## config.mk

```make
export PLATFORM = sky130hd
export DESIGN_NAME = binary_to_decimal_ascii_top
export DESIGN_NICKNAME = d
export VERILOG_FILES = /design/src/sv/b2dasc_pkg.sv /design/src/sv/b2dasc_cell.sv /design/src/sv/b2dasc_chain.sv /design/src/sv/binary_to_decimal_ascii_top.sv
export VERILOG_INCLUDE_DIRS = /design/src /design/src/sv
export SDC_FILE = /design/constraint.sdc
export NUM_CORES = 1
export LEC_CHECK = 0
export ABC_CLOCK_PERIOD_IN_PS = 5680
export BUFFER_PORTS_ARGS = -buffer_cell sky130_fd_sc_hd__buf_2
export CAP_MARGIN = 15
export CORE_ASPECT_RATIO = 1.5
export CORE_MARGIN = 5
export CORE_UTILIZATION = 25
export DETAILED_ROUTE_END_ITERATION = 10
export GPL_TIMING_DRIVEN = 0
export MAX_ROUTING_LAYER = met4
export PLACE_DENSITY = 0.49
export SLEW_MARGIN = 10
export SYNTH_ARGS = -nofsm -noshare
export SYNTH_HDL_FRONTEND = slang
export SYNTH_SLANG_ARGS = --single-unit
```

## constraint.sdc

```tcl
create_clock -name clk -period 5.68 [get_ports clk]
set_clock_uncertainty 0.1 [all_clocks]
set_input_delay 1.136 -clock clk [delete_from_list [all_inputs] [get_ports clk]]
set_output_delay 1.136 -clock clk [all_outputs]
set_load 0.01 [all_outputs]
```

## src/sv/binary_to_decimal_ascii_top_macros.svh

```systemverilog
// Assertion macros for the binary to decimal ASCII converter.
`ifndef BINARY_TO_DECIMAL_ASCII_TOP_MACROS_SVH
`define BINARY_TO_DECIMAL_ASCII_TOP_MACROS_SVH

// Same-cycle implication, checked on clk, off while arst_n is low.
`define B2DASC_ASSERT_NOW(name, ante, cons) \
	name: assert property (@(posedge clk) disable iff (!arst_n) (ante) |-> (cons)) \
		else $error("b2dasc assertion failed");

// Next-cycle implication, checked on clk, off while arst_n is low.
`define B2DASC_ASSERT_NEXT(name, ante, cons) \
	name: assert property (@(posedge clk) disable iff (!arst_n) (ante) |=> (cons)) \
		else $error("b2dasc assertion failed");

`endif

```

## src/sv/b2dasc_pkg.sv

```systemverilog
// Shared types and constants for the binary to decimal ASCII converter.
`timescale 1ns / 1ps
package b2dasc_pkg;

	localparam int FIELD_BITS     = 32;
	localparam int VALUE_BITS_DEF = 32;
	localparam int DIGIT_W        = 4;
	localparam int CHAR_W         = 6;
	localparam logic [CHAR_W-1:0] ASCII_ZERO = 6'd48;

	typedef enum logic [1:0] {
		CELL_HOLD,
		CELL_CLEAR,
		CELL_DABBLE,
		CELL_MOVE
	} cell_mode_t;

	typedef enum logic [1:0] {
		ST_IDLE,
		ST_SHIFT,
		ST_EMIT
	} state_t;

	typedef struct packed {
		cell_mode_t mode;
		logic       bit_in;
	} chain_ctrl_t;

endpackage

```

## src/sv/b2dasc_cell.sv

```systemverilog
// One BCD digit cell: add-3 and shift during conversion, digit move during output.
`timescale 1ns / 1ps
module b2dasc_cell (
	input  logic                          clk,
	input  b2dasc_pkg::cell_mode_t        mode,
	input  logic                          bit_in,
	output logic                          bit_out,
	input  logic [b2dasc_pkg::DIGIT_W-1:0] digit_in,
	output logic [b2dasc_pkg::DIGIT_W-1:0] digit
);
	import b2dasc_pkg::*;

	logic [DIGIT_W-1:0] digit_q;
	logic [DIGIT_W-1:0] adj;

	// correct the digit before it doubles so it never passes nine
	assign adj     = (digit_q >= DIGIT_W'(5)) ? digit_q + DIGIT_W'(3) : digit_q;
	assign bit_out = adj[DIGIT_W-1];
	assign digit   = digit_q;

	always_ff @(posedge clk) begin
		case (mode)
			CELL_CLEAR:  digit_q <= '0;
			CELL_DABBLE: digit_q <= {adj[DIGIT_W-2:0], bit_in};
			CELL_MOVE:   digit_q <= digit_in;
			default:     digit_q <= digit_q;
		endcase
	end

endmodule

```

## src/sv/b2dasc_chain.sv

```systemverilog
// Row of BCD digit cells, least significant digit at cell 0.
`timescale 1ns / 1ps
module b2dasc_chain #(
	parameter int NUM_DIGITS = 10
) (
	input  logic                           clk,
	input  b2dasc_pkg::chain_ctrl_t         ctrl,
	output logic [b2dasc_pkg::DIGIT_W-1:0] top_digit
);
	import b2dasc_pkg::*;

	logic [NUM_DIGITS:0]  carry;
	logic [DIGIT_W-1:0]   digits [NUM_DIGITS+1];

	assign carry[0]  = ctrl.bit_in;
	// bottom cell takes zeros while digits move up
	assign digits[0] = '0;

	for (genvar i = 0; i < NUM_DIGITS; i++) begin : g_cell
		b2dasc_cell u_cell (
			.clk      (clk),
			.mode     (ctrl.mode),
			.bit_in   (carry[i]),
			.bit_out  (carry[i+1]),
			.digit_in (digits[i]),
			.digit    (digits[i+1])
		);
	end

	assign top_digit = digits[NUM_DIGITS];

endmodule

```

## src/sv/binary_to_decimal_ascii_top.sv

```systemverilog
// Operation: the value is accepted in idle, then shifted into the cell row bit by bit, MSB first (32 bits by default).
// Output: the digit positions (10 by default) are shifted out in turn; leading zeros are shifted out silently.
// A new value is taken only after the last character of the previous one transfers.
// Reset (arst_n, asynchronous, active low) returns the controller to idle; digits need no reset.
`timescale 1ns / 1ps
`include "binary_to_decimal_ascii_top_macros.svh"
module binary_to_decimal_ascii_top #(
	parameter int VALUE_BITS = b2dasc_pkg::VALUE_BITS_DEF
) (
	input  logic                              clk,
	input  logic                              arst_n,
	input  logic                              s_tvalid,
	output logic                              s_tready,
	input  logic [b2dasc_pkg::FIELD_BITS-1:0] s_tdata,  // [31:0] value
	output logic                              m_tvalid,
	input  logic                              m_tready,
	output logic [7:0]                        m_tdata,  // [5:0] digit_char, [7:6] zero
	output logic                              m_tlast   // last digit of the number
);
	import b2dasc_pkg::*;

	localparam int EFF_BITS   = (VALUE_BITS < FIELD_BITS) ? VALUE_BITS : FIELD_BITS;
	localparam int NUM_DIGITS = (EFF_BITS * 30103) / 100000 + 1;
	localparam int CNT_W      = $clog2(EFF_BITS);
	localparam int REM_W      = $clog2(NUM_DIGITS + 1);

	state_t              state_q, state_d;
	logic [EFF_BITS-1:0] value_q;
	logic [CNT_W-1:0]    bit_cnt_q;
	logic [REM_W-1:0]    rem_q;
	logic                started_q;
	logic [DIGIT_W-1:0]  top_digit;
	logic                emit_vld;
	logic                advance;
	logic                in_xfer;
	chain_ctrl_t         ctrl;

	assign in_xfer  = s_tvalid && s_tready;
	assign emit_vld = started_q || (top_digit != '0) || (rem_q == REM_W'(1));
	assign advance  = !emit_vld || m_tready;

	// next state
	always_comb begin
		state_d = state_q;
		case (state_q)
			ST_IDLE:  if (s_tvalid) state_d = ST_SHIFT;
			ST_SHIFT: if (bit_cnt_q == '0) state_d = ST_EMIT;
			ST_EMIT:  if (advance && rem_q == REM_W'(1)) state_d = ST_IDLE;
			default:  state_d = ST_IDLE;
		endcase
	end

	// outputs and cell control
	always_comb begin
		s_tready    = 1'b0;
		m_tvalid    = 1'b0;
		ctrl.mode   = CELL_HOLD;
		ctrl.bit_in = value_q[EFF_BITS-1];
		case (state_q)
			ST_IDLE: begin
				s_tready  = 1'b1;
				ctrl.mode = CELL_CLEAR;
			end
			ST_SHIFT: ctrl.mode = CELL_DABBLE;
			ST_EMIT: begin
				m_tvalid = emit_vld;
				if (advance) ctrl.mode = CELL_MOVE;
			end
			default: ctrl.mode = CELL_HOLD;
		endcase
	end

	assign m_tdata = {2'b00, ASCII_ZERO + CHAR_W'(top_digit)};
	assign m_tlast = (rem_q == REM_W'(1));

	always_ff @(posedge clk or negedge arst_n) begin
		if (!arst_n) begin
			state_q   <= ST_IDLE;
			bit_cnt_q <= '0;
			rem_q     <= '0;
			started_q <= 1'b0;
		end else begin
			state_q <= state_d;
			case (state_q)
				ST_IDLE: begin
					bit_cnt_q <= CNT_W'(EFF_BITS - 1);
				end
				ST_SHIFT: begin
					bit_cnt_q <= bit_cnt_q - CNT_W'(1);
					rem_q     <= REM_W'(NUM_DIGITS);
					started_q <= 1'b0;
				end
				ST_EMIT: begin
					if (advance) begin
						rem_q <= rem_q - REM_W'(1);
						if (emit_vld) started_q <= 1'b1;
					end
				end
				default: begin
					bit_cnt_q <= bit_cnt_q;
				end
			endcase
		end
	end

	// value shift register feeds the cell row MSB first
	always_ff @(posedge clk) begin
		if (in_xfer) begin
			value_q <= s_tdata[EFF_BITS-1:0];
		end else if (state_q == ST_SHIFT) begin
			value_q <= value_q << 1;
		end
	end

	b2dasc_chain #(
		.NUM_DIGITS (NUM_DIGITS)
	) u_chain (
		.clk       (clk),
		.ctrl      (ctrl),
		.top_digit (top_digit)
	);

	`B2DASC_ASSERT_NOW(a_char_is_digit, m_tvalid, m_tdata[5:0] >= 6'd48 && m_tdata[5:0] <= 6'd57)
	`B2DASC_ASSERT_NOW(a_no_overlap, m_tvalid, !s_tready)
	`B2DASC_ASSERT_NEXT(a_last_ends_run, m_tvalid && m_tready && m_tlast, state_q == ST_IDLE)
	`B2DASC_ASSERT_NEXT(a_accept_starts, in_xfer, state_q == ST_SHIFT && bit_cnt_q == CNT_W'(EFF_BITS - 1))

endmodule

```

==> summary.txt, run 1 <==
Clocking
  • Clk buf depth: 2
  • Htree depth: 3
  • Post-CTS Resized: 0
  • Clock-pin slew on the worst setup and hold paths: 0.06 ns
  • CTS Hold Bufs: 0
  • TritonCTS buffer count: 9
  • Setup bufs post-CTS: 0
  • CTS Sinks: 84
  • CTS tree: yes
  • Clk Latency, worst-skew pair: 0.34 ns
  • Clock Root Buffer: clkbuf_16

Drt
  • DRC errors left: 0
  • Drt wl/cell: 13.7 µm
  • Drt via density: 4.46
  • Total number of vias: 3064
  • First-pass DRT Iterations: 4
  • DRT iter0 DRCs: 129
  • ANT nets after route: 0
  • DRT Wirelength: 9390 µm

Floorplanning
  • Number of I/O pins: 47
  • Row cnt: 61
  • Initial Util: 25.4%
  • DIE AREA: 0.0216 mm²
  • Die Y: 178 µm
  • Core ar.: 0.0185 mm²
  • Die width: 122 µm

Pwr
  • Max VDD drop: 213 µV
  • Total power: 2.88 mW
  • Leak: 2.21 nW
  • PwrDens: 519 mW/mm²

Setup path
  • Worst setup EP type: output port
  • Critical path class: register to output port
  • Reg-to-reg slack, setup: 3.25 ns
  • CP startpoint kind: register
  • CP required: 4.44 ns
  • Crit path max fanout: 4
  • Critical path arrival: 1.74 ns

Global route
  • Largest net degree at the start of global routing: 33
  • Global route overflow: 0
  • First-pass GRT wire length: 16100 µm
  • Vias in the first global route: 3297
  • Met2 Track Usage GR: 16.9%
  • GR Layer Usage met3: 2.10%
  • GR Util met1: 10.7%
  • Layer with the highest usage: met2
  • Total track usage: 9.57%
  • Initial antenna violation count: 0

Yosys
  • Top cells by count, synth: edfxtp_1 (72), a21oi_1 (34), mux2_2 (34)
  • Cell Area, Synth: 0.00469 mm²
  • Top-area cell type share of the netlist area: 46.1%
  • Prevailing post-synth register cell: edfxtp_1
  • Number of synthesized flops with an enable pin: 72
  • Area leader, netlist: edfxtp_1
  • Seq/Total Area, Yosys: 52.5%
  • Post-Synthesis Cells: 374
  • Library cells used by synthesis: 46
  • Async SR Flop Fraction: 14.3%
  • Top cells by area, synth: edfxtp_1 (46%), mux2_2 (8.2%), ha_1 (6.7%), dfrtp_1 (6.4%), a21oi_1 (3.6%)
  • #FFs+latches synth: 84
  • Yosys warnings: 0
  • Most frequent cell after synthesis: edfxtp_1
  • Mapped Avg Cell Area: 12.5 µm²

Min path
  • Min-delay worst type: register to register

STA
  • Rel. slew slack: 50.0%
  • Final count of hold timing violations: 0
  • Fmax: 336 MHz
  • Measured slew at the worst slew-check pin: 0.750 ns
  • Minimum hold slack: 0.439 ns
  • Final setup vio count: 0
  • Fin crit period: 2.97 ns
  • RSZ-0062 raised after global routing: no
  • Final Cycle Share: 52.3%
  • Slew Viols, Final: 0

Final layout
  • Diode count: 0
  • Fillers: 1943
  • Share of cells above drive strength 1: 27.8%
  • Util after Layout: 30.1%
  • Area grow syn2layout: 18.5%
  • Final net count: 491

Place
  • Routability congestion estimate: 0.756
  • Detailed placement HPWL: 6930 µm
  • Port bufs: 42

Outcome
  • Status: completed

Run
  • Max-Cap Viols: 0
-- final cells by class --
cell class	count	area, µm²	area share [%]
plain buffers	22	145	2.61
repair buffers	43	230	4.14
clock buffers	9	225	4.05
inverters	27	101	1.82
multi-input cells	243	2000	36.0
well taps	252	315	5.68
clock inverters	7	77.6	1.40
flip-flops and latches	84	2460	44.3
-- metal layers --
metal | vias to the layer above | part of all wire [%] | wire [µm]
li1 | 1500 | - | -
met1 | 1503 | 43 | 4010
met2 | 50 | 52 | 4920
met3 | 11 | 3.5 | 329
met4 | 0 | 1.4 | 136
met5 | - | 0 | 0
-- layout by cell type (no fill, tap or decap), types with 3 or more instances in the layout --
cell         n
dfrtp_1     12
nor3b_1     16
nand2b_1    11
a21oi_1     34
clkbuf_16    9
edfxtp_1    72
clkinvlp_4   4
nor2_1       7
inv_1       27
mux2_2      34
o2bb2ai_1   18
nand2_1      4
buf_2       46
o21ai_0     12
buf_4       11
xor2_1       3
conb_1       4
nor3_1       6
clkbuf_1     5
ha_1        25
xnor2_1     10
nor2b_1      7
a21o_1       6
mux2i_1      6
a22o_1      16
-- registers in the layout, indices dropped and copies added, names as in the netlist --
signal / count
bit_cnt_q: 5
u_chain.g_cell.u_cell.digit: 40
rem_q: 4
started_q: 1
state_q: 2
value_q: 32
-- stage by stage --
step	setup TNS (ns)	worst slack [ns]	area [µm²]	cells
after global routing	0	2.58	5560	687
after CTS	0	2.69	5560	687
after global placement	-33.37	-0.836	5220	670
final	0	2.71	5560	687
after detailed placement	0	2.75	5250	671
after floorplan	0	1.04	4700	376
-- where the power goes --
| group | internal [mW] | total [mW] | switching [mW] |
|---|---|---|---|
| Sequential | 1.07 | 1.27 | 0.201 |
| Clock | 0.342 | 0.596 | 0.254 |
| Combinational | 0.533 | 1.02 | 0.487 |
-- kinds of logic (layout without fill, tap and decap cells) --
family                     Yosys count  after routing  share of synthesized area (%)
AOI/OAI and AO/OA                   96             96                           14.2
DFF                                 84             84                           52.5
and+or+nand+nor                     65             65                           9.31
buffers and inverters               49            108                           5.26
muxes                               40             40                           9.45
adders and majority gates           25             25                           6.67
xor gates and xnor gates            13             13                           2.43
other                                2              4                          0.160
-- path summary, 6_finish.rpt --
check	to	start	depth (start not counted)
min in group asynchronous	rem_q[0]	arst_n	1
max	m_tvalid	rem_q[1]	5
min	u_chain.g_cell[0].u_cell.digit[0]	value_q[31]	1
max reg2reg	u_chain.g_cell[1].u_cell.digit[1]	u_chain.g_cell[9].u_cell.digit[0]	6
min reg2reg	u_chain.g_cell[0].u_cell.digit[0]	value_q[31]	1
max in group asynchronous	state_q[0]	arst_n	1
-- critical path: stages, from the launching register on --
cell     delay (ns)
dfrtp_1        0.41
inv_1          0.09
ha_1           0.14
or3b_4         0.41
a21oi_1        0.18
buf_2          0.16
(Power assumes the default switching activity.)
==> inputs of run 2 (changes only) <==
ABC_AREA = 1   (was unset)
ABC_CLOCK_PERIOD_IN_PS = 2550   (was 5680)
PLACE_DENSITY = 0.51   (was 0.49)
clock period = 2.55 ns   (was 5.68 ns; I/O delays follow)
==> run 2 against run 1 <==
Effect of this change:
- synthesized area grew 2.6%
- critical path depth grew 4
- global-route usage grew 1.0 points
- die area grew 2.4%
==> summary.txt, run 2 <==
Drt
  • DRC errors left: 0
  • First-pass DRT Iterations: 4
  • Drt via density: 4.28
  • DRT iter0 DRCs: 146
  • DRT Wirelength: 10800 µm
  • Drt wl/cell: 12.3 µm
  • ANT nets after route: 0
  • Total number of vias: 3770

STA
  • Fin crit period: 2.29 ns
  • RSZ-0062 raised after global routing: no
  • Rel. slew slack: 50.2%
  • Measured slew at the worst slew-check pin: 0.744 ns
  • Final Cycle Share: 89.8%
  • Final setup vio count: 0
  • Final count of hold timing violations: 0
  • Slew Viols, Final: 0
  • Fmax: 437 MHz
  • Setup ws final: 0.261 ns

Global route
  • Total track usage: 10.6%
  • Initial antenna violation count: 0
  • Largest net degree at the start of global routing: 33
  • First-pass GRT wire length: 18100 µm
  • Global route overflow: 0
  • Vias in the first global route: 3749

Final layout
  • Diode count: 0
  • Final net count: 680
  • Max reg flops: 40
  • Final Cell Area: 0.00571 mm²
  • Most frequent cells in the layout: nand2_1 (159), edfxtp_1 (72), nand3_1 (68)
  • Share of cells above drive strength 1: 15.4%
  • Multi-input gate area: 0.00194 mm²
  • Register area: 0.00246 mm²
  • Most common cell after layout, fill and taps aside: nand2_1
  • Area grow syn2layout: 18.7%
  • Fillers: 2101
  • Util after Layout: 29.9%

Yosys
  • Async SR Flop Fraction: 14.3%
  • Number of synthesized flops with an enable pin: 72
  • Top-area cell type share of the netlist area: 45.0%
  • Main combinational cell family by area after synthesis: simple AND/OR/NAND/NOR gates
  • Top cells by area, synth: edfxtp_1 (45%), nand2_1 (12%), nand3_1 (7.2%), ha_1 (6.5%), dfrtp_1 (6.2%)
  • Post-Synthesis Cells: 563
  • Xor/xnor cell area share of the yosys netlist: 1.82%
  • Multiplexer area fraction after synthesis: 0%
  • Simple-Gate Fraction of Synth Area: 24.2%
  • Post-Synth Adder-Cell Area: 6.50%
  • Top cells by count, synth: nand2_1 (160), edfxtp_1 (72), nand3_1 (69)
  • Library cells used by synthesis: 28
  • Prevailing post-synth register cell: edfxtp_1
  • Compound-Gate Fraction of Synth Area: 6.89%
  • Mapped Avg Cell Area: 8.54 µm²
  • Cell Area, Synth: 0.00481 mm²
  • Seq/Total Area, Yosys: 51.2%
  • Yosys warnings: 0
  • #FFs+latches synth: 84
  • Most frequent cell after synthesis: nand2_1
  • Area leader, netlist: edfxtp_1

Floorplanning
  • Number of I/O pins: 47
  • Die width: 123 µm
  • DIE AREA: 0.0222 mm²
  • Die Y: 180 µm
  • Initial Util: 25.2%
  • Row cnt: 62
  • Core ar.: 0.0191 mm²

Pwr
  • Int Pwr: 4.61 mW
  • Seq pwr share: 38.9%
  • Net switching fraction of the power: 39.5%
  • Combinational power share: 42.3%
  • Total power: 7.63 mW
  • Sw Pwr: 3.01 mW
  • PwrDens: 1340 mW/mm²
  • Clock share of power: 18.8%
  • Max VDD drop: 415 µV
  • Leak: 2.72 nW

Clocking
  • Clock-pin slew on the worst setup and hold paths: 0.07 ns
  • Htree depth: 3
  • Clk Latency, worst-skew pair: 0.34 ns
  • TritonCTS buffer count: 9
  • CTS tree: yes
  • Clock Root Buffer: clkbuf_16
  • Setup bufs post-CTS: 0
  • Clk buf depth: 2
  • CTS Sinks: 84

Place
  • Port bufs: 41
  • Detailed placement HPWL: 7750 µm
  • Worst Setup Slack post-DPL: -0.548 ns
  • Cell Area, Placed: 0.00535 mm²
  • Routability congestion estimate: 0.803

Setup path
  • Crit-path most repeated cell: nand2_1
  • Worst setup EP type: register
  • CP Buf/Inv Count: 2
  • Critical path's slowest cell: edfxtp_1
  • Top delay family on crit path: simple AND/OR/NAND/NOR gates
  • Crit path max fanout: 20
  • Critical path class: register to register
  • CP required: 2.44 ns
  • Critical path arrival: 2.18 ns
  • Max incr delay on CP: 0.41 ns
  • CP startpoint kind: register
  • Crit-path cells: inv_1 -> ha_1 -> nand2_1 -> nor2_1 -> nand2_1 -> nand2_1 -> nand2_2 -> buf_2 -> nand3_4

Min path
  • Min-delay worst type: input pin to register

Outcome
  • Status: completed

Run
  • Max-Cap Viols: 0
==> run 2: cell count changes after synthesis, moves of 25 or more <==
cell	delta
nand3_1	+68
inv_1	+38
nor2_1	+31
nand2_1	+156
a21oi_1	-34
o21ai_1	+25
mux2_2	-34
==> run 2: layout make-up <==
cell class	count	area share [%]
plain buffers	28	3.09
clock buffers	9	3.94
clock inverters	7	1.73
inverters	71	4.69
multi-input cells	383	34.0
flip-flops and latches	84	43.1
well taps	256	5.61
repair buffers	42	3.77
==> run 2: path summary, 6_finish.rpt <==
kind / startpoint / end / slack, ns / cells past startpoint
max in group asynchronous: arst_n / bit_cnt_q[3] / 1.63 / 2
min in group asynchronous: arst_n / rem_q[3] / 0.48 / 2
setup / recovery: u_chain.g_cell[9].u_cell.digit[0] / u_chain.g_cell[0].u_cell.digit[1] / 0.26 / 9
hold / removal: m_tready / started_q / 0.31 / 3
hold reg to reg: bit_cnt_q[4] / bit_cnt_q[4] / 0.41 / 2
setup reg to reg: u_chain.g_cell[9].u_cell.digit[0] / u_chain.g_cell[0].u_cell.digit[1] / 0.26 / 9
==> run 2: repair_timing <==
item	CTS	global route
endpoints found under the setup margin	40	0
endpoints found under the hold margin	12	0
gates resized for setup	2	0
hold buffers	1	0
==> run 2: routing by layer <==
layer,vias to the layer above,part of all wire (%),wire length (µm),global-route usage (%)
li1,1946,-,-,-
met1,1751,42,4580,11.7
met2,63,53,5740,18.7
met3,10,3.3,355,1.89
met4,0,1.4,150,3.86
met5,-,0,0,-
==> run 2: stage by stage <==
step	TNS [ns]	instances	hold slack (ns)
5_1_grt	0	880	0.345
6_report	0	880	0.308
4_1_cts	0	880	0.308
2_1_floorplan	0	565	0.114
3_5_place_dp	-21.85	862	0.313
3_3_place_gp	-25.63	862	0.316
==> run 2: kinds of logic after synthesis <==
| group | after synthesis |
|---|---|
| simple gates | 278 |
| buf+inv | 99 |
| flops | 84 |
| compound gates | 65 |
| fa+ha+maj | 25 |
| xor+xnor | 10 |
| other cells | 2 |
==> run 2: worst register-to-register path: cells and delay by family (launching register included) <==
family	cells	cell delay (ns)
fa+ha+maj	1	0.22
buf+inv	2	0.48
flops	1	0.41
simple gates	6	0.74
==> run 2: power by group through the flow <==
stage | clock network (mW) | logic (mW) | registers (mW)
2_1_floorplan | 0 | 2.49 | 2.88
3_3_place_gp | 0 | 3.20 | 3.01
3_5_place_dp | 0 | 3.23 | 3.01
4_1_cts | 1.47 | 3.29 | 2.98
5_1_grt | 1.51 | 3.81 | 3.06
6_report | 1.43 | 3.22 | 2.97
